`src/rtl/cpa_pkg.sv`:
```
// ----------------------------------------------------------------------------
// cpa_pkg
// Shared constants, codes and types of the contiguous page allocator.
// ----------------------------------------------------------------------------
package cpa_pkg;

    localparam int NUM_PAGES  = 1024;
    localparam int PAGE_BYTES = 4096;

    localparam int IDX_W      = $clog2(NUM_PAGES);
    localparam int PAGE_SHIFT = $clog2(PAGE_BYTES);
    localparam int CNT_W      = 11;
    localparam int ADDR_W     = 32;
    localparam int KIND_W     = 2;
    localparam int STATUS_W   = 2;

    localparam logic [IDX_W-1:0] LAST_PAGE = IDX_W'(NUM_PAGES - 1);

    localparam logic [KIND_W-1:0] KIND_INIT  = 2'd0;
    localparam logic [KIND_W-1:0] KIND_ALLOC = 2'd1;
    localparam logic [KIND_W-1:0] KIND_FREE  = 2'd2;

    localparam logic [STATUS_W-1:0] ST_OK        = 2'd0;
    localparam logic [STATUS_W-1:0] ST_NO_ROOM   = 2'd1;
    localparam logic [STATUS_W-1:0] ST_BAD_COUNT = 2'd2;
    localparam logic [STATUS_W-1:0] ST_NOT_FOUND = 2'd3;

    localparam logic CFG_BASE     = 1'b0;
    localparam logic CFG_RESERVED = 1'b1;

    typedef enum logic [1:0] {
        OP_INIT  = 2'd0,
        OP_ALLOC = 2'd1,
        OP_FREE  = 2'd2,
        OP_REPLY = 2'd3
    } t_op;

    typedef struct packed {
        t_op                 op;
        logic [CNT_W-1:0]    count;
        logic [IDX_W-1:0]    idx;
        logic [STATUS_W-1:0] status;
    } t_cmd;

    typedef struct packed {
        logic [STATUS_W-1:0] status;
        logic [ADDR_W-1:0]   addr;
    } t_result;

endpackage

```
`src/rtl/cpa_front.sv`:
```
// ----------------------------------------------------------------------------
// cpa_front
// Accepts request words, checks counts and free addresses, and queues
// the resulting commands for the engine.
// ----------------------------------------------------------------------------
module cpa_front (
    input  logic                          i_clk,
    input  logic                          i_rst_n,
    input  logic                          i_in_valid,
    output logic                          o_in_ready,
    input  logic [cpa_pkg::KIND_W-1:0]    i_kind,
    input  logic [cpa_pkg::CNT_W-1:0]     i_count,
    input  logic [cpa_pkg::ADDR_W-1:0]    i_address,
    input  logic [cpa_pkg::ADDR_W-1:0]    i_base,
    input  logic                          i_hold,
    output logic                          o_cmd_valid,
    output cpa_pkg::t_cmd                 o_cmd,
    input  logic                          i_cmd_ready
);

    localparam int Q_DEPTH = 2;
    localparam int Q_PTR_W = $clog2(Q_DEPTH);

    cpa_pkg::t_cmd                r_q [Q_DEPTH];
    logic [Q_PTR_W-1:0]           r_wr;
    logic [Q_PTR_W-1:0]           r_rd;
    logic [Q_PTR_W:0]             r_cnt;

    cpa_pkg::t_cmd                w_cmd;
    logic [cpa_pkg::ADDR_W-1:0]   w_off;
    logic                         w_push;
    logic                         w_pop;

    assign w_off = i_address - i_base;

    always_comb begin
        w_cmd.op     = cpa_pkg::OP_REPLY;
        w_cmd.count  = i_count;
        w_cmd.idx    = w_off[cpa_pkg::PAGE_SHIFT +: cpa_pkg::IDX_W];
        w_cmd.status = cpa_pkg::ST_OK;
        unique case (i_kind)
            cpa_pkg::KIND_INIT: begin
                w_cmd.op = cpa_pkg::OP_INIT;
            end
            cpa_pkg::KIND_ALLOC: begin
                if (i_count == '0) begin
                    w_cmd.status = cpa_pkg::ST_BAD_COUNT;
                end else if (32'(i_count) > 32'(cpa_pkg::NUM_PAGES)) begin
                    w_cmd.status = cpa_pkg::ST_NO_ROOM;
                end else begin
                    w_cmd.op = cpa_pkg::OP_ALLOC;
                end
            end
            cpa_pkg::KIND_FREE: begin
                if (w_off[cpa_pkg::PAGE_SHIFT-1:0] != '0 ||
                    (w_off >> cpa_pkg::PAGE_SHIFT) >= 32'(cpa_pkg::NUM_PAGES)) begin
                    w_cmd.status = cpa_pkg::ST_NOT_FOUND;
                end else begin
                    w_cmd.op = cpa_pkg::OP_FREE;
                end
            end
            default: begin
                w_cmd.op = cpa_pkg::OP_REPLY;
            end
        endcase
    end

    assign o_in_ready  = (r_cnt != (Q_PTR_W+1)'(Q_DEPTH)) && !i_hold;
    assign w_push      = i_in_valid && o_in_ready;
    assign o_cmd_valid = (r_cnt != '0);
    assign w_pop       = o_cmd_valid && i_cmd_ready;
    assign o_cmd       = r_q[r_rd];

    always_ff @(posedge i_clk) begin
        if (w_push) begin
            r_q[r_wr] <= w_cmd;
        end
    end

    always_ff @(posedge i_clk) begin
        if (!i_rst_n) begin
            r_wr  <= '0;
            r_rd  <= '0;
            r_cnt <= '0;
        end else begin
            if (w_push) begin
                r_wr <= r_wr + 1'b1;
            end
            if (w_pop) begin
                r_rd <= r_rd + 1'b1;
            end
            if (w_push && !w_pop) begin
                r_cnt <= r_cnt + 1'b1;
            end else if (!w_push && w_pop) begin
                r_cnt <= r_cnt - 1'b1;
            end
        end
    end

endmodule

```
`config.mk`:
```
export PLATFORM = sky130hd
export DESIGN_NAME = cpa_front
export DESIGN_NICKNAME = d
export VERILOG_FILES = /design/src/rtl/cpa_pkg.sv /design/src/rtl/cpa_front.sv
export SDC_FILE = /design/constraint.sdc
export NUM_CORES = 1
export LEC_CHECK = 0
export BUFFER_PORTS_ARGS = -buffer_cell sky130_fd_sc_hd__clkbuf_2
export CAP_MARGIN = 0
export CORE_MARGIN = 1
export CORE_UTILIZATION = 57
export DETAILED_ROUTE_END_ITERATION = 12
export GPL_ROUTABILITY_DRIVEN = 0
export PLACE_DENSITY = 0.91
export SYNTH_ARGS = -nofsm -noshare
export SYNTH_HDL_FRONTEND = slang
export SYNTH_SLANG_ARGS = --single-unit
```
`constraint.sdc`:
```
create_clock -name i_clk -period 9.1 [get_ports i_clk]
set_input_delay 1.82 -clock i_clk [delete_from_list [all_inputs] [get_ports i_clk]]
set_output_delay 1.82 -clock i_clk [all_outputs]
set_load 0.01 [all_outputs]
```
Word-level counts from Yosys, hierarchy flattened
Memories as Yosys holds them, arrays and structs flattened. A register that Yosys moved wholly into a read port is not among the register bits.
Index checks and enable logic that the tools add are counted.
W data, S select, Z words.

word-level totals
  logic and storage cells = 42
  RAM bits = 50
  output and inout bits = 27
  input bits = 82
  memories = 1
  register bits = 4

memories
  name  words  width  read ports  clocked after Yosys merged registers in  write ports  RTL line         source
  r_q   2      25     1           1                                        1            cpa_front.sv:24  cpa_pkg::t_cmd r_q [Q_DEPTH];

cells by class
  add/subtract/negate cells = 5
  eq/ne operators = 3
  mux-type cells = 14
  reduce and logical (&&, ||, !) cells = 14
  $lt $le $gt $ge = 2

operators by type and width
  cell                    count
  $sub A32 B32 Y32        1
  $ge A20 B11 Y1 const B  1
  $mux W2                 6
  $reduce_bool A12 Y1     1
  $gt A11 B11 Y1 const B  1
  $logic_not A11 Y1       1
  $mux W1                 6
  $pmux W2 S3             1
  $logic_and A1 B1 Y1     5
  $pmux W2 S2             1
  $reduce_bool A2 Y1      2
  $logic_not A1 Y1        3
  $add A1 B1 Y1 const B   2
  $add A2 B1 Y2 const B   1
  $eq A2 B1 Y1 const B    1
  $eq A2 B2 Y1 const B    1
  $logic_not A2 Y1        1
  $ne A2 B2 Y1 const B    1
  $sub A2 B1 Y2 const B   1
  $logic_or A1 B1 Y1      1

Logic depth before layout (Yosys ltp)
Gate-level depths: netlist (run 1).

  word-level depth = 7
  gate-level depth with buffers = 12
  gate-level depth less buffers = 11

Least setup slack after synthesis (run 1)
No wires, ideal clock.

  kind = input port to flip-flop
  from = in i_base[14] (netlist name)
  to = mem r_q[0][1] (netlist name) (data pin)
  data arrival time = 4.300 ns
  path slack = 4.516 ns
  stages on the path = 11
  library setup time = 0.284 ns
  required time = 8.816 ns
  buffers on the path = 1
  cell sequence = inv_1 ha_1 buf_6 a211oi_2 o211ai_1 a221o_1 and2_4 o41a_1 or4_1 nor3_2 a41oi_1

RTL lines
  element             RTL line         source
  start: declaration  cpa_front.sv:14  input logic [cpa_pkg::ADDR_W-1:0] i_base,
  end: declaration    cpa_front.sv:24

==> results.yml, run 1 <==
sta:
  finalSetupViolations: 0
  relSlewSlack_pct: 24.4
  worst_clock_skew_ns: 0.00723
  timing.final.ws_setup_ns: 4.49
  period_needed_ns: 4.61
  finalHoldViolations: 0
  max_freq_mhz: 217
  setup_tns_ns: 0
  maxSlewViolCount: 0
  hold_ws_ns: 0.546
  period_share_pct: 50.7
  rsz0062_at_grt: "false"
  worst_pin_slew_ns: 1.13
finish:
  syn_to_final_growth_pct: 17.6
  layout.cells.non_filler: 609
  register_area_um2: 1600
  final_cell_mix: "clkbuf_2, edfxtp_1, inv_1, ha_1, a21oi_1"
  drive_gt1_share_pct: 30.0
  mostFrequentLayoutCell: "clkbuf_2"
  num-fill-cells: 507
  antennaDiodeCount: 0
  layout.nets: 629
  multi_input_area_um2: 2170
route:
  drtIter0Drc: 224
  routedWlPerCell_um: 14.1
  via_per_inst: 5.65
  drc_errors: 0
  wl_um: 8570
  num_vias: 3438
  first_pass_iters: 5
  ant_nets: 0
worst_setup_path:
  r2r_start: "r_cnt[0]"
  crit_type: "in2reg"
  start_kind: "input pin"
  crit_start: "i_base[20]"
  endpoint_kind: "flip-flop"
  path_max_fanout: 7
  worstPathArrival_ns: 4.63
  critical_path_required_ns: 9.12
global_route:
  antenna_found_initial: 0
  grt_pass1_vias: 3202
  grt_max_degree: 27
  grt_pass1_wl_um: 13600
  grt-ovfl-total: 0
  grt_usage_pct: 22.9
synthesis:
  ys_async_sr_fraction_pct: 0
  synth_seq_cells: 55
  synth_edf_count: 50
  syn_avg_cell_area_um2: 9.86
  yosys_warnings: 0
  synthesis.instances: 406
  synthesis.nets: 523
  synth_seq_area_share_pct: 40.0
  synthDistinctLibCells: 58
  ys.flop_type: "edfxtp_1"
  syn_area_um2: 4000
place:
  dpl_worst_slack_ns: 4.18
  port_buffers: 108
  placed_cells: 601
  dp_hpwl_um: 7000
clocking:
  post_cts_buffers: 0
  numClockSinks: 55
  insertion_delay_ns: 0.29
  post_cts_resized: 0
  clock_path_buffers: 2
  htreeDepth: 2
  clk_pin_slew_worst_paths_ns: 0.09
  cts_buffers: 5
  cts-root-buf: "clkbuf_8"
  hold_buffers: 0
  cts_tree: "done"
floorplanning:
  die_area_um2: 7360
  die_w_um: 85.8
  initial_core_util_pct: 58.9
  chipHeight_um: 85.8
  core_area_um2: 6790
  rows: 30
  io_pins: 109
pwr:
  irDropWorstVdd_mv: 0.0653
  power_density_nw_per_um2: 161
  p_leak_nw: 2.11
flow_run:
  drv_cap: 0
outcome:
  status: "finished, final reports clean"
hold_path:
  hold_path_class: "reg2reg"
  min_from: "r_cnt[1]"
[Yosys cell counts (3+ instances only)]
master | count | share of area (%)
edfxtp_1 | 50 | 38
inv_1 | 48 | 4.5
ha_1 | 35 | 11
a21oi_1 | 32 | 4.0
nand2_1 | 26 | 2.4
mux2_2 | 25 | 7.0
nor2_1 | 24 | 2.3
o21ai_0 | 21 | 2.6
xnor2_1 | 15 | 3.3
xor2_1 | 12 | 2.6
a21o_1 | 8 | 1.5
nand3_1 | 8 | 1.0
nand4_1 | 8 | 1.3
and2_1 | 6 | 0.94
a41oi_1 | 5 | 1.1
buf_2 | 5 | 0.63
dfxtp_1 | 5 | 2.5
nor2b_1 | 5 | 0.78
nor3_1 | 5 | 0.63
a2111oi_0 | 4 | 0.88
and3_1 | 4 | 0.63
clkbuf_1 | 4 | 0.38
a211oi_1 | 3 | 0.56
a31oi_1 | 3 | 0.47
nor4_1 | 3 | 0.47
o211ai_1 | 3 | 0.56
or2_2 | 3 | 0.47
[worst max-delay path, stage by stage]
cell and delay, ns:
clkbuf_2 0.08, inv_1 0.03, ha_1 0.43, nand4_1 0.25, nor2_1 0.21, nand2_1 0.10
a211oi_1 0.49, o31ai_4 0.11, and3_1 0.19, or4_1 0.47, nor3_2 0.26, a41oi_1 0.18
[state kept, by name, indices dropped and copies added, names as in the netlist, named ones only]
signal and count:
r_rd 1, r_wr 1, r_q 50, r_cnt 2
[power breakdown]
part	switching, mW	internal, mW	total, mW
sequential	0.0254	0.310	0.335
clock	0.0714	0.0539	0.125
combinational	0.154	0.144	0.299
total	0.251	0.508	0.759
[metal layers]
metal / vias up / GRT usage (%) / share of wire, %
li1: 1697 / - / -
met1: 1591 / 26.2 / 40
met2: 134 / 43.9 / 52
met3: 16 / 2.41 / 5.6
met4: 0 / 8.48 / 2.0
met5: - / 0 / 0
[metrics by stage]
stage	utilization [%]	cell area [um2]	total power, mW
after floorplan	-	4000	0.542
after detailed placement	68.0	4620	0.638
after CTS	69.3	4710	0.761
after global placement	68.0	4620	0.625
after global routing	69.3	4710	0.802
final	69.3	4710	0.759
[final timing paths]
check	depth (start not counted)	slack [ns]	endpoint
min	2	0.55	r_cnt[1]
max	12	4.49	r_q[0][23]
max reg2reg	3	7.10	r_q[1][8]
min reg2reg	2	0.55	r_cnt[1]
[cells by family (layout without fill, tap and decap cells)]
group | Yosys count | after routing | synth area share [%]
DFF | 55 | 55 | 40.0
buffers and inverters | 58 | 165 | 5.78
AOI/OAI and AO/OA | 103 | 103 | 17.4
and+or+nand+nor | 103 | 103 | 12.9
muxes | 25 | 25 | 7.04
adders and majority gates | 35 | 35 | 10.9
xor gates and xnor gates | 27 | 27 | 5.91
[cell type report]
type | instances | area share (%)
repair buffers | 109 | 11.6
multi-input cells | 293 | 46.1
clock inverters | 2 | 0.266
inverters | 48 | 3.83
clock buffers | 6 | 1.54
flip-flops and latches | 55 | 34.0
well taps | 96 | 2.55
Note: power is estimated with default switching activity, not from simulation.
==> run 2: changes to the inputs <==
--- a/config.mk
+++ b/config.mk
@@ -8,10 +8,10 @@
 export BUFFER_PORTS_ARGS = -buffer_cell sky130_fd_sc_hd__clkbuf_2
 export CAP_MARGIN = 0
 export CORE_MARGIN = 1
-export CORE_UTILIZATION = 57
+export CORE_UTILIZATION = 53
 export DETAILED_ROUTE_END_ITERATION = 12
 export GPL_ROUTABILITY_DRIVEN = 0
-export PLACE_DENSITY = 0.91
+export PLACE_DENSITY = 0.86
 export SYNTH_ARGS = -nofsm -noshare
 export SYNTH_HDL_FRONTEND = slang
 export SYNTH_SLANG_ARGS = --single-unit
==> constraint.sdc (replaced) <==
create_clock -name i_clk -period 4.5 [get_ports i_clk]
set_input_delay 0.9 -clock i_clk [delete_from_list [all_inputs] [get_ports i_clk]]
set_output_delay 0.9 -clock i_clk [all_outputs]
set_load 0.01 [all_outputs]
==> run 2 against run 1 <==
  * Cell count increased by 0.49%
  * Design area about the same
  * Critical path type unchanged
  * Non-clock buffer count did not move
  * Count of clock-buffer cells in the layout unchanged
  * Global-route usage shrank 1.4 points
  * Clock power up 100%
  * Register-to-register slack lost 4.6 ns
  * Largest cell class unchanged
  * Utilization fell by 4.7 points
==> results.yml, run 2 (same netlist as run 1, synthesis figures left out) <==
pwr:
  irDropWorstVdd_mv: 0.145
  p_leak_nw: 2.11
  power_density_nw_per_um2: 326
sta:
  relSlewSlack_pct: 22.4
  setup_tns_ns: 0
  rsz0062_at_grt: "false"
  worst_clock_skew_ns: 0.00692
  worst_pin_slew_ns: 1.16
  timing.final.ws_setup_ns: 0.817
  maxSlewViolCount: 0
  period_needed_ns: 3.68
  period_share_pct: 81.9
  max_freq_mhz: 271
  hold_ws_ns: 0.511
  finalHoldViolations: 0
  finalSetupViolations: 0
finish:
  antennaDiodeCount: 0
  layout.nets: 629
  layout.cells.non_filler: 612
  top_regs: "r_q: 50 flops, r_cnt: 2 flops"
  final_cell_mix: "clkbuf_2, edfxtp_1, inv_1, ha_1, a21oi_1"
  regMostFlops: "r_q"
  mostFrequentLayoutCell: "clkbuf_2"
  syn_to_final_growth_pct: 17.7
  drive_gt1_share_pct: 29.8
  largest_reg_flops: 50
place:
  port_buffers: 108
  dpl_worst_slack_ns: 0.514
  placed_cells: 604
  dp_hpwl_um: 7040
global_route:
  antenna_found_initial: 0
  grt_pass1_wl_um: 13400
  grt_pass1_vias: 3223
  grt_usage_pct: 21.5
  grt_max_degree: 27
  grt-ovfl-total: 0
floorplanning:
  chipHeight_um: 88.9
  rows: 31
  initial_core_util_pct: 54.9
  die_w_um: 88.9
  io_pins: 109
  die_area_um2: 7900
  core_area_um2: 7290
worst_setup_path:
  max_stage_delay_ns: 0.53
  start_kind: "input pin"
  worstPathCellList: "clkbuf_2 -> inv_1 -> ha_1 -> a211oi_2 -> o211ai_1 -> a221o_1 -> and2_4 -> o41a_1 -> or4_1 -> nor3_2 -> a41oi_1"
  critical_path_required_ns: 4.52
  crit_type: "in2reg"
  slowest_stage: "or4_1"
  worstPathArrival_ns: 3.71
  path_max_fanout: 8
  endpoint_kind: "flip-flop"
clocking:
  numClockSinks: 55
  htreeDepth: 2
  cts-root-buf: "clkbuf_8"
  insertion_delay_ns: 0.30
  clk_pin_slew_worst_paths_ns: 0.09
  clock_path_buffers: 2
  post_cts_buffers: 0
  post_cts_resized: 0
  hold_buffers: 0
  cts_buffers: 5
  cts_tree: "done"
flow_run:
  drv_cap: 0
route:
  ant_nets: 0
  num_vias: 3414
  routedWlPerCell_um: 14.3
  drtIter0Drc: 192
  drc_errors: 0
  via_per_inst: 5.58
  wl_um: 8730
  first_pass_iters: 5
hold_path:
  hold_path_class: "reg2reg"
outcome:
  status: "finished, final reports clean"
run 2: changes by cell type in the layout (fill, tap and decap cells not counted):
cell,previous run,this run
clkinv_4,0,1
clkinv_1,0,1
clkinv_2,1,0
clkinvlp_4,1,0
run 2: final cells by class:
class                   instances  area, um2
clock buffers                   6       72.6
clock inverters                 2       12.5
fillers                       593       2580
inverters                      48        180
multi-input cells             293       2170
flip-flops and latches         55       1600
well taps                      99        124
repair buffers                109        548
run 2: critical path: cells and delay by family:
family,cells,cell delay [ns]
compound gates,5,1.34
fa+ha+maj,1,0.38
buf+inv,2,0.11
simple gates,3,0.98
run 2: worst paths after layout:
| path | from | endpoint | slack [ns] | cells past startpoint |
|---|---|---|---|---|
| setup / recovery | i_base[14] | r_q[1][0] | 0.82 | 11 |
| hold / removal | r_cnt[1] | r_cnt[1] | 0.51 | 2 |
| setup reg to reg | r_cnt[0] | r_q[1][19] | 2.46 | 3 |
| hold reg to reg | r_cnt[1] | r_cnt[1] | 0.51 | 2 |
run 2: per-stage QoR:
stage | util, % | total power [mW] | instance area (um2)
finish | 64.6 | 1.54 | 4710
global route | 64.6 | 1.63 | 4710
CTS | 64.6 | 1.54 | 4710
detailed placement | 63.4 | 1.29 | 4620
global placement | 63.4 | 1.27 | 4620
floorplan | - | 1.10 | 4000
run 2: layer usage:
layer  share of wire, %  global-route usage, %
met1                 41                   24.7
met2                 50                   40.2
met3                6.8                   2.95
met4                2.1                   8.80
met5                  0                      0
run 2: where the power goes:
part / switching (mW) / internal [mW]
clock network: 0.146 / 0.109
registers: 0.0520 / 0.627
logic: 0.310 / 0.292
total: 0.508 / 1.03
